### src/rtl/dcmt_pkg.sv
`timescale 1ns / 1ps

package dcmt_pkg;

  localparam int NUM_CHILDREN_DEF = 16;

  localparam int ID_W   = 16;
  localparam int ADDR_W = 32;

  typedef enum logic [1:0] {
    OP_LOOKUP = 2'd0,
    OP_INSERT = 2'd1,
    OP_CLEAR  = 2'd2,
    OP_NONE   = 2'd3
  } op_t;

  typedef enum logic [1:0] {
    ST_GOOD   = 2'd0,
    ST_EXISTS = 2'd1,
    ST_FULL   = 2'd2,
    ST_PARAM  = 2'd3
  } status_t;

  // Outcome of comparing one slot against the request.
  typedef struct packed {
    logic id_hit;
    logic addr_hit;
    logic free;
  } hit_t;

endpackage

### src/rtl/directory_child_map_table.sv
`timescale 1ns / 1ps

// Directory child map table: NUM_CHILDREN slots bind a nonzero file id to a
// nonzero storage address. Pulse start while busy is low to issue a
// transaction. Lookup and insert scan the slot memory one slot per cycle
// through its single registered read port, and busy stays high until the
// scan ends (a lookup hit or an insert that finds a duplicate ends the scan
// early); clear, a lookup of id zero, a rejected insert and the unused op
// code finish at once. The result appears on the out_ ports for
// exactly one cycle with out_strobe high, in the cycle after the scan ends,
// and the receiver cannot stall it. The table is empty after reset.
module directory_child_map_table #(
  parameter int NUM_CHILDREN = dcmt_pkg::NUM_CHILDREN_DEF
) (
  input  logic                        clk,
  input  logic                        rst_n,
  input  logic                        start,
  output logic                        busy,
  input  logic [1:0]                  in_op,
  input  logic [dcmt_pkg::ID_W-1:0]   in_file_id,
  input  logic [dcmt_pkg::ADDR_W-1:0] in_target_addr,
  output logic                        out_strobe,
  output logic [dcmt_pkg::ADDR_W-1:0] out_found_addr,
  output logic [1:0]                  out_status
);
  import dcmt_pkg::*;

  localparam int IDX_W = (NUM_CHILDREN > 1) ? $clog2(NUM_CHILDREN) : 1;
  localparam int CNT_W = $clog2(NUM_CHILDREN + 1);
  localparam logic [IDX_W-1:0] LAST_IDX = IDX_W'(NUM_CHILDREN - 1);
  localparam logic [CNT_W-1:0] CNT_END  = CNT_W'(NUM_CHILDREN);

  typedef enum logic {S_IDLE, S_SCAN} state_t;

  state_t            state_r, state_nxt;
  op_t               op_r, op_nxt;
  logic [ID_W-1:0]   id_r, id_nxt;
  logic [ADDR_W-1:0] addr_r, addr_nxt;
  logic [CNT_W-1:0]  iss_cnt_r, iss_cnt_nxt;
  logic              have_free_r, have_free_nxt;
  logic [IDX_W-1:0]  free_at_r, free_at_nxt;
  logic              out_strobe_r, out_strobe_nxt;
  logic [ADDR_W-1:0] out_found_addr_r, out_found_addr_nxt;
  status_t           out_status_r, out_status_nxt;

  logic              clr, rd_en, wr_en;
  logic [IDX_W-1:0]  wr_idx;
  logic              rd_vld_r;
  logic [IDX_W-1:0]  rd_idx_r;
  logic [ID_W-1:0]   rd_id;
  logic [ADDR_W-1:0] rd_addr;
  hit_t              hit;
  op_t               in_op_t;

  assign in_op_t = op_t'(in_op);

  dcmt_store #(
    .NUM_CHILDREN(NUM_CHILDREN),
    .IDX_W       (IDX_W)
  ) u_store (
    .clk     (clk),
    .rst_n   (rst_n),
    .clr     (clr),
    .rd_en   (rd_en),
    .rd_idx  (iss_cnt_r[IDX_W-1:0]),
    .rd_vld_r(rd_vld_r),
    .rd_idx_r(rd_idx_r),
    .rd_id   (rd_id),
    .rd_addr (rd_addr),
    .wr_en   (wr_en),
    .wr_idx  (wr_idx),
    .wr_id   (id_r),
    .wr_addr (addr_r)
  );

  dcmt_cmp u_cmp (
    .slot_id  (rd_id),
    .slot_addr(rd_addr),
    .req_id   (id_r),
    .req_addr (addr_r),
    .hit      (hit)
  );

  always_comb begin
    state_nxt          = state_r;
    op_nxt             = op_r;
    id_nxt             = id_r;
    addr_nxt           = addr_r;
    iss_cnt_nxt        = iss_cnt_r;
    have_free_nxt      = have_free_r;
    free_at_nxt        = free_at_r;
    out_strobe_nxt     = 1'b0;
    out_found_addr_nxt = out_found_addr_r;
    out_status_nxt     = out_status_r;
    clr                = 1'b0;
    rd_en              = 1'b0;
    wr_en              = 1'b0;
    wr_idx             = free_at_r;

    unique case (state_r)
      S_IDLE: begin
        if (start) begin
          op_nxt        = in_op_t;
          id_nxt        = in_file_id;
          addr_nxt      = in_target_addr;
          iss_cnt_nxt   = '0;
          have_free_nxt = 1'b0;
          if ((in_op_t == OP_LOOKUP && in_file_id != '0) ||
              (in_op_t == OP_INSERT && in_file_id != '0 && in_target_addr != '0)) begin
            state_nxt = S_SCAN;
          end else begin
            clr                = (in_op_t == OP_CLEAR);
            out_strobe_nxt     = 1'b1;
            out_found_addr_nxt = '0;
            out_status_nxt     = (in_op_t == OP_INSERT) ? ST_PARAM : ST_GOOD;
          end
        end
      end
      S_SCAN: begin
        if (iss_cnt_r < CNT_END) begin
          rd_en       = 1'b1;
          iss_cnt_nxt = iss_cnt_r + 1'b1;
        end
        if (rd_vld_r) begin
          if (op_r == OP_LOOKUP) begin
            if (hit.id_hit || rd_idx_r == LAST_IDX) begin
              state_nxt          = S_IDLE;
              out_strobe_nxt     = 1'b1;
              out_found_addr_nxt = hit.id_hit ? rd_addr : '0;
              out_status_nxt     = ST_GOOD;
            end
          end else begin
            if (hit.id_hit || hit.addr_hit) begin
              state_nxt          = S_IDLE;
              out_strobe_nxt     = 1'b1;
              out_found_addr_nxt = '0;
              out_status_nxt     = ST_EXISTS;
            end else begin
              if (hit.free && !have_free_r) begin
                have_free_nxt = 1'b1;
                free_at_nxt   = rd_idx_r;
              end
              if (rd_idx_r == LAST_IDX) begin
                state_nxt          = S_IDLE;
                out_strobe_nxt     = 1'b1;
                out_found_addr_nxt = '0;
                wr_en              = have_free_r || hit.free;
                wr_idx             = have_free_r ? free_at_r : rd_idx_r;
                out_status_nxt     = (have_free_r || hit.free) ? ST_GOOD : ST_FULL;
              end
            end
          end
        end
      end
      default: begin
        state_nxt = S_IDLE;
      end
    endcase
  end

  always_ff @(posedge clk) begin
    if (!rst_n) begin
      state_r      <= S_IDLE;
      out_strobe_r <= 1'b0;
    end else begin
      state_r      <= state_nxt;
      out_strobe_r <= out_strobe_nxt;
    end
    op_r             <= op_nxt;
    id_r             <= id_nxt;
    addr_r           <= addr_nxt;
    iss_cnt_r        <= iss_cnt_nxt;
    have_free_r      <= have_free_nxt;
    free_at_r        <= free_at_nxt;
    out_found_addr_r <= out_found_addr_nxt;
    out_status_r     <= out_status_nxt;
  end

  assign busy           = (state_r != S_IDLE);
  assign out_strobe     = out_strobe_r;
  assign out_found_addr = out_found_addr_r;
  assign out_status     = out_status_r;

endmodule

### src/rtl/dcmt_cmp.sv
`timescale 1ns / 1ps

module dcmt_cmp (
  input  logic [dcmt_pkg::ID_W-1:0]   slot_id,
  input  logic [dcmt_pkg::ADDR_W-1:0] slot_addr,
  input  logic [dcmt_pkg::ID_W-1:0]   req_id,
  input  logic [dcmt_pkg::ADDR_W-1:0] req_addr,
  output dcmt_pkg::hit_t              hit
);
  import dcmt_pkg::*;

  always_comb begin
    hit.id_hit   = (slot_id == req_id);
    hit.addr_hit = (slot_addr == req_addr);
    hit.free     = (slot_id == '0);
  end

endmodule

### src/rtl/dcmt_store.sv
`timescale 1ns / 1ps

module dcmt_store #(
  parameter int NUM_CHILDREN = dcmt_pkg::NUM_CHILDREN_DEF,
  parameter int IDX_W        = (NUM_CHILDREN > 1) ? $clog2(NUM_CHILDREN) : 1
) (
  input  logic                        clk,
  input  logic                        rst_n,
  input  logic                        clr,
  input  logic                        rd_en,
  input  logic [IDX_W-1:0]            rd_idx,
  output logic                        rd_vld_r,
  output logic [IDX_W-1:0]            rd_idx_r,
  output logic [dcmt_pkg::ID_W-1:0]   rd_id,
  output logic [dcmt_pkg::ADDR_W-1:0] rd_addr,
  input  logic                        wr_en,
  input  logic [IDX_W-1:0]            wr_idx,
  input  logic [dcmt_pkg::ID_W-1:0]   wr_id,
  input  logic [dcmt_pkg::ADDR_W-1:0] wr_addr
);
  import dcmt_pkg::*;

  logic [ID_W-1:0]         id_mem   [NUM_CHILDREN];
  logic [ADDR_W-1:0]       addr_mem [NUM_CHILDREN];
  logic [NUM_CHILDREN-1:0] valid_r;
  logic                    rd_slot_vld_r;
  logic [ID_W-1:0]         rd_id_r;
  logic [ADDR_W-1:0]       rd_addr_r;

  always_ff @(posedge clk) begin
    if (wr_en) begin
      id_mem[wr_idx]   <= wr_id;
      addr_mem[wr_idx] <= wr_addr;
    end
    if (rd_en) begin
      rd_id_r   <= id_mem[rd_idx];
      rd_addr_r <= addr_mem[rd_idx];
      rd_idx_r  <= rd_idx;
    end
  end

  always_ff @(posedge clk) begin
    if (!rst_n) begin
      valid_r       <= '0;
      rd_vld_r      <= 1'b0;
      rd_slot_vld_r <= 1'b0;
    end else begin
      rd_vld_r <= rd_en;
      if (rd_en) begin
        rd_slot_vld_r <= valid_r[rd_idx];
      end
      if (clr) begin
        valid_r <= '0;
      end else if (wr_en) begin
        valid_r[wr_idx] <= 1'b1;
      end
    end
  end

  // A slot that has not been written since the last clear reads as free.
  assign rd_id   = rd_slot_vld_r ? rd_id_r : '0;
  assign rd_addr = rd_slot_vld_r ? rd_addr_r : '0;

endmodule

### config.mk
export PLATFORM = sky130hd
export DESIGN_NAME = directory_child_map_table
export DESIGN_NICKNAME = d
export VERILOG_FILES = /design/src/rtl/dcmt_pkg.sv /design/src/rtl/directory_child_map_table.sv /design/src/rtl/dcmt_cmp.sv /design/src/rtl/dcmt_store.sv
export SDC_FILE = /design/constraint.sdc
export NUM_CORES = 1
export LEC_CHECK = 0
export BUFFER_PORTS_ARGS = -buffer_cell sky130_fd_sc_hd__buf_2
export CAP_MARGIN = 20
export CORE_UTILIZATION = 65
export DETAILED_ROUTE_END_ITERATION = 8
export PLACE_DENSITY_LB_ADDON = 0.1
export RECOVER_POWER = 50
export SLEW_MARGIN = 20
export SYNTH_ARGS = -nofsm -noshare
export SYNTH_HDL_FRONTEND = slang
export SYNTH_SLANG_ARGS = --single-unit
### constraint.sdc
create_clock -name clk -period 21.5 [get_ports clk]
set_clock_uncertainty 0.1 [all_clocks]
set_input_delay 2.15 -clock clk [delete_from_list [all_inputs] [get_ports clk]]
set_output_delay 2.15 -clock clk [all_outputs]
set_load 0.02 [all_outputs]
==> impl_metrics.csv <==
group,metric,value,unit
status,status,"finished, violations left",
status,violations,"capacitance limit, slew limit",
die,start_util,0.663,
critical_path,cp_common_cell,"mux4_2",
sta,tightest_slew,4100,ps
yosys,yosys.area_share.simple,0.0354,
cells_and_area,drive_above_1_share,0.279,
routing,viasPerCell,6.94,
die,core,0.0541,sq mm
sta,max_slew_margin,-1.73,
placed_design,port_buffers,88,
global_route,grt_max_degree,115,
yosys,yosysSeqAreaShare,0.776,
clock_tree,cts_hold_buf,0,
clock_tree,insertion_delay,640,ps
cells_and_area,fin_nets,1797,
cells_and_area,layout_common_cells,"914 x edfxtp_1, 245 x mux4_2, 91 x clkbuf_16",
yosys,syn-mean-instance-area,22.5,sq um
clock_tree,cts.sinks,934,
critical_path,worstSetupPathType,"reg -> reg",
cells_and_area,num-fill-cells,2928,
clock_tree,cts_root_buffer,"clkbuf_16",
critical_path,startpoint_type,"flop",
clock_tree,clock_path_buffers,3,
sta,post-route-period-util,0.261,
critical_path,crit_fanout,114,
critical_path,worst_ep_required_time,21770,ps
sta,setup_viol_count_final,0,
placed_design,hpwl,42700,um
yosys,netlist_instances,1592,
worst_hold_path,hold_end,"free_at_r[3]",
placed_design,gp_congestion,0.843,
sta,tns,0,ps
yosys,synth_xor_area_frac,0.00659,
routing,first_pass_iters,5,
power,leakage,12.4,nW
routing,drtAntennaViolNets,0,
critical_path,worstPathCellList,"clkbuf_1, buf_12, mux4_2, mux4_2",
yosys,synth_compound_area_frac,0.0174,
yosys,synth_top_family_by_area,"multiplexers",
die,die-width,237,um
yosys,ys_warn_count,0,
clock_tree,htreeDepth,3,
yosys,synth.cell_area,0.0359,sq mm
cells_and_area,area_growth,12.1,%
sta,slew_viol_final,269,
yosys,synth_edf_count,914,
global_route,first_global_vias,17797,
yosys,muxShareOfSynthArea,0.154,
power,p_total,4.87,mW
sta,rsz0062_at_grt,"no",
global_route,antenna_found_initial,5,
sta,hold_viol_final,0,
cells_and_area,final_common_cell,"edfxtp_1",
power,ir_drop,0.000110,V
die,num_rows,85,
critical_path,reg2reg_slack,15880,ps
worst_hold_path,hold_depth,0,
yosys,synthAdderAreaFrac,0.000349,
flow_run,maxCapViolCount,6,
clock_tree,postCtsResizedCells,0,
critical_path,regToRegStartpoint,"iss_cnt_r[0]",
critical_path,worstRegToRegCells,4,
yosys,synthArstFlopShare,0,
clock_tree,postCtsSetupBuffers,0,
yosys,synth_flop_cell,"edfxtp_1",
routing,drtIter0Drc,2270,
yosys,synth.distinct_cells,43,
yosys,syn_nets,1646,
critical_path,crit_slowest_cell,"clkbuf_1",
sta,fmax,178,MHz
critical_path,critPathArrivalTime,5890,ps
routing,vias,17444,
die,die_h,237,um
critical_path,slowest_delay,2880,ps
clock_tree,cts_tree,"done",
die,dieArea,0.0561,sq mm
die,io_pins,89,
clock_tree,cts_made_buffers,90,
routing,wl_per_cell,31.9,um
routing,totalWireLength,80200,um
global_route,grt_usage,0.298,
worst_hold_path,worst_hold_path_type,"reg -> reg",
global_route,grt_pass1_wl,118000,um
worst_hold_path,min-delay-start,"u_store.rd_idx_r[3]",
clock_tree,path_clk_slew,70,ps
global_route,overflow,0,
yosys,synth_seq_cells,934,
power,powerDensity,121,mW/mm^2
critical_path,end_kind,"flop",
routing,route.detailed.drc,0,
sta,finalCriticalPeriod,5620,ps
critical_path,r2r-end,"u_store.rd_addr_r[15]",
## synth_stat cells, types with 6 or more instances
library cell	count	area [sq um]
o21a_1	25	188
nand4b_1	24	210
edfxtp_1	914	27400
clkbuf_1	39	146
xor2_1	25	219
buf_2	28	140
mux4_2	245	5520
nand2_1	27	101
nand3_1	28	140
o22ai_1	36	225
nor3_1	30	150
and2_1	38	238
nor4_1	29	181
nand2b_1	10	62.6
o21ai_0	15	75.1
dfxtp_1	20	400
buf_1	6	22.5
## layout make-up
type / count / area (sq um) / area share
antenna: 2 / 5.00 / 0.000124
clock buffer: 103 / 2330 / 0.0580
clock inverter: 62 / 609 / 0.0151
inverter: 2 / 7.51 / 0.000187
multi-input combinational: 578 / 7780 / 0.194
sequential: 934 / 27800 / 0.692
tap: 696 / 871 / 0.0217
timing repair buffer: 137 / 764 / 0.0190
## how the worst max path moves through the flow
stage,start,end,slack [ps],depth (start not counted)
after floorplan,id_r[15],u_store.addr_mem[0][0],14630,8
after global placement,in_target_addr[0],out_found_addr[7],16210,7
after detailed placement,in_target_addr[0],out_found_addr[23],16080,7
after CTS,u_store.rd_slot_vld_r,u_store.id_mem[15][13],16660,8
after global routing,iss_cnt_r[0],u_store.rd_addr_r[15],15290,4
final,iss_cnt_r[0],u_store.rd_addr_r[15],15880,4
## sequential cells by signal (all words and copies together), names as in the netlist
register and count:
out_found_addr 32, op_r 2, iss_cnt_r 5, id_r 16, busy 1, u_store.rd_idx_r 4, out_strobe 1, u_store.rd_addr_r 32
u_store.addr_mem 512, free_at_r 4, u_store.rd_slot_vld_r 1, have_free_r 1, u_store.rd_vld_r 1, u_store.valid_r 16, u_store.id_mem 256, u_store.rd_id_r 16
addr_r 32, out_status 2
## stage by stage
| stage | area, sq um | setup WS, ps | cells | utilization | hold WS (ps) |
|---|---|---|---|---|---|
| 2_1_floorplan | 35900 | 14630 | 1592 | - | 315 |
| 5_1_grt | 40200 | 15290 | 2512 | 0.743 | 370 |
| 3_3_place_gp | 37300 | 16210 | 2347 | 0.690 | 331 |
| 3_5_place_dp | 37300 | 16080 | 2347 | 0.690 | 341 |
| 6_report | 40200 | 15880 | 2514 | 0.743 | 356 |
| 4_1_cts | 40300 | 16660 | 2512 | 0.744 | 357 |
## metal layers
metal / GRT usage / vias up / part of all wire
li1: - / 7120 / -
met1: 0.431 / 9157 / 0.38
met3: 0.0567 / 148 / 0.10
met5: 0 / - / 0.00016
met4: 0.0925 / 2 / 0.026
met2: 0.473 / 1017 / 0.49
## where the power goes
group	internal [mW]	switching, mW	total, mW
sequential	2.18	0.145	2.32
clock	0.922	0.662	1.58
combinational	0.511	0.451	0.962
total	3.61	1.26	4.87
## logic make-up after synthesis
kind of cell    Yosys count
simple gates            211
fa+ha+maj                 1
buf+inv                  80
flops                   934
mux                     246
xor+xnor                 27
compound gates           93
## worst max-delay path: cells and delay by family (launching register included)
| kind | cells | cell delay, ps |
|---|---|---|
| buffers and inverters | 2 | 3540 |
| flip-flops | 1 | 380 |
| multiplexers | 2 | 1120 |
Power figures use the tool's default switching activity.
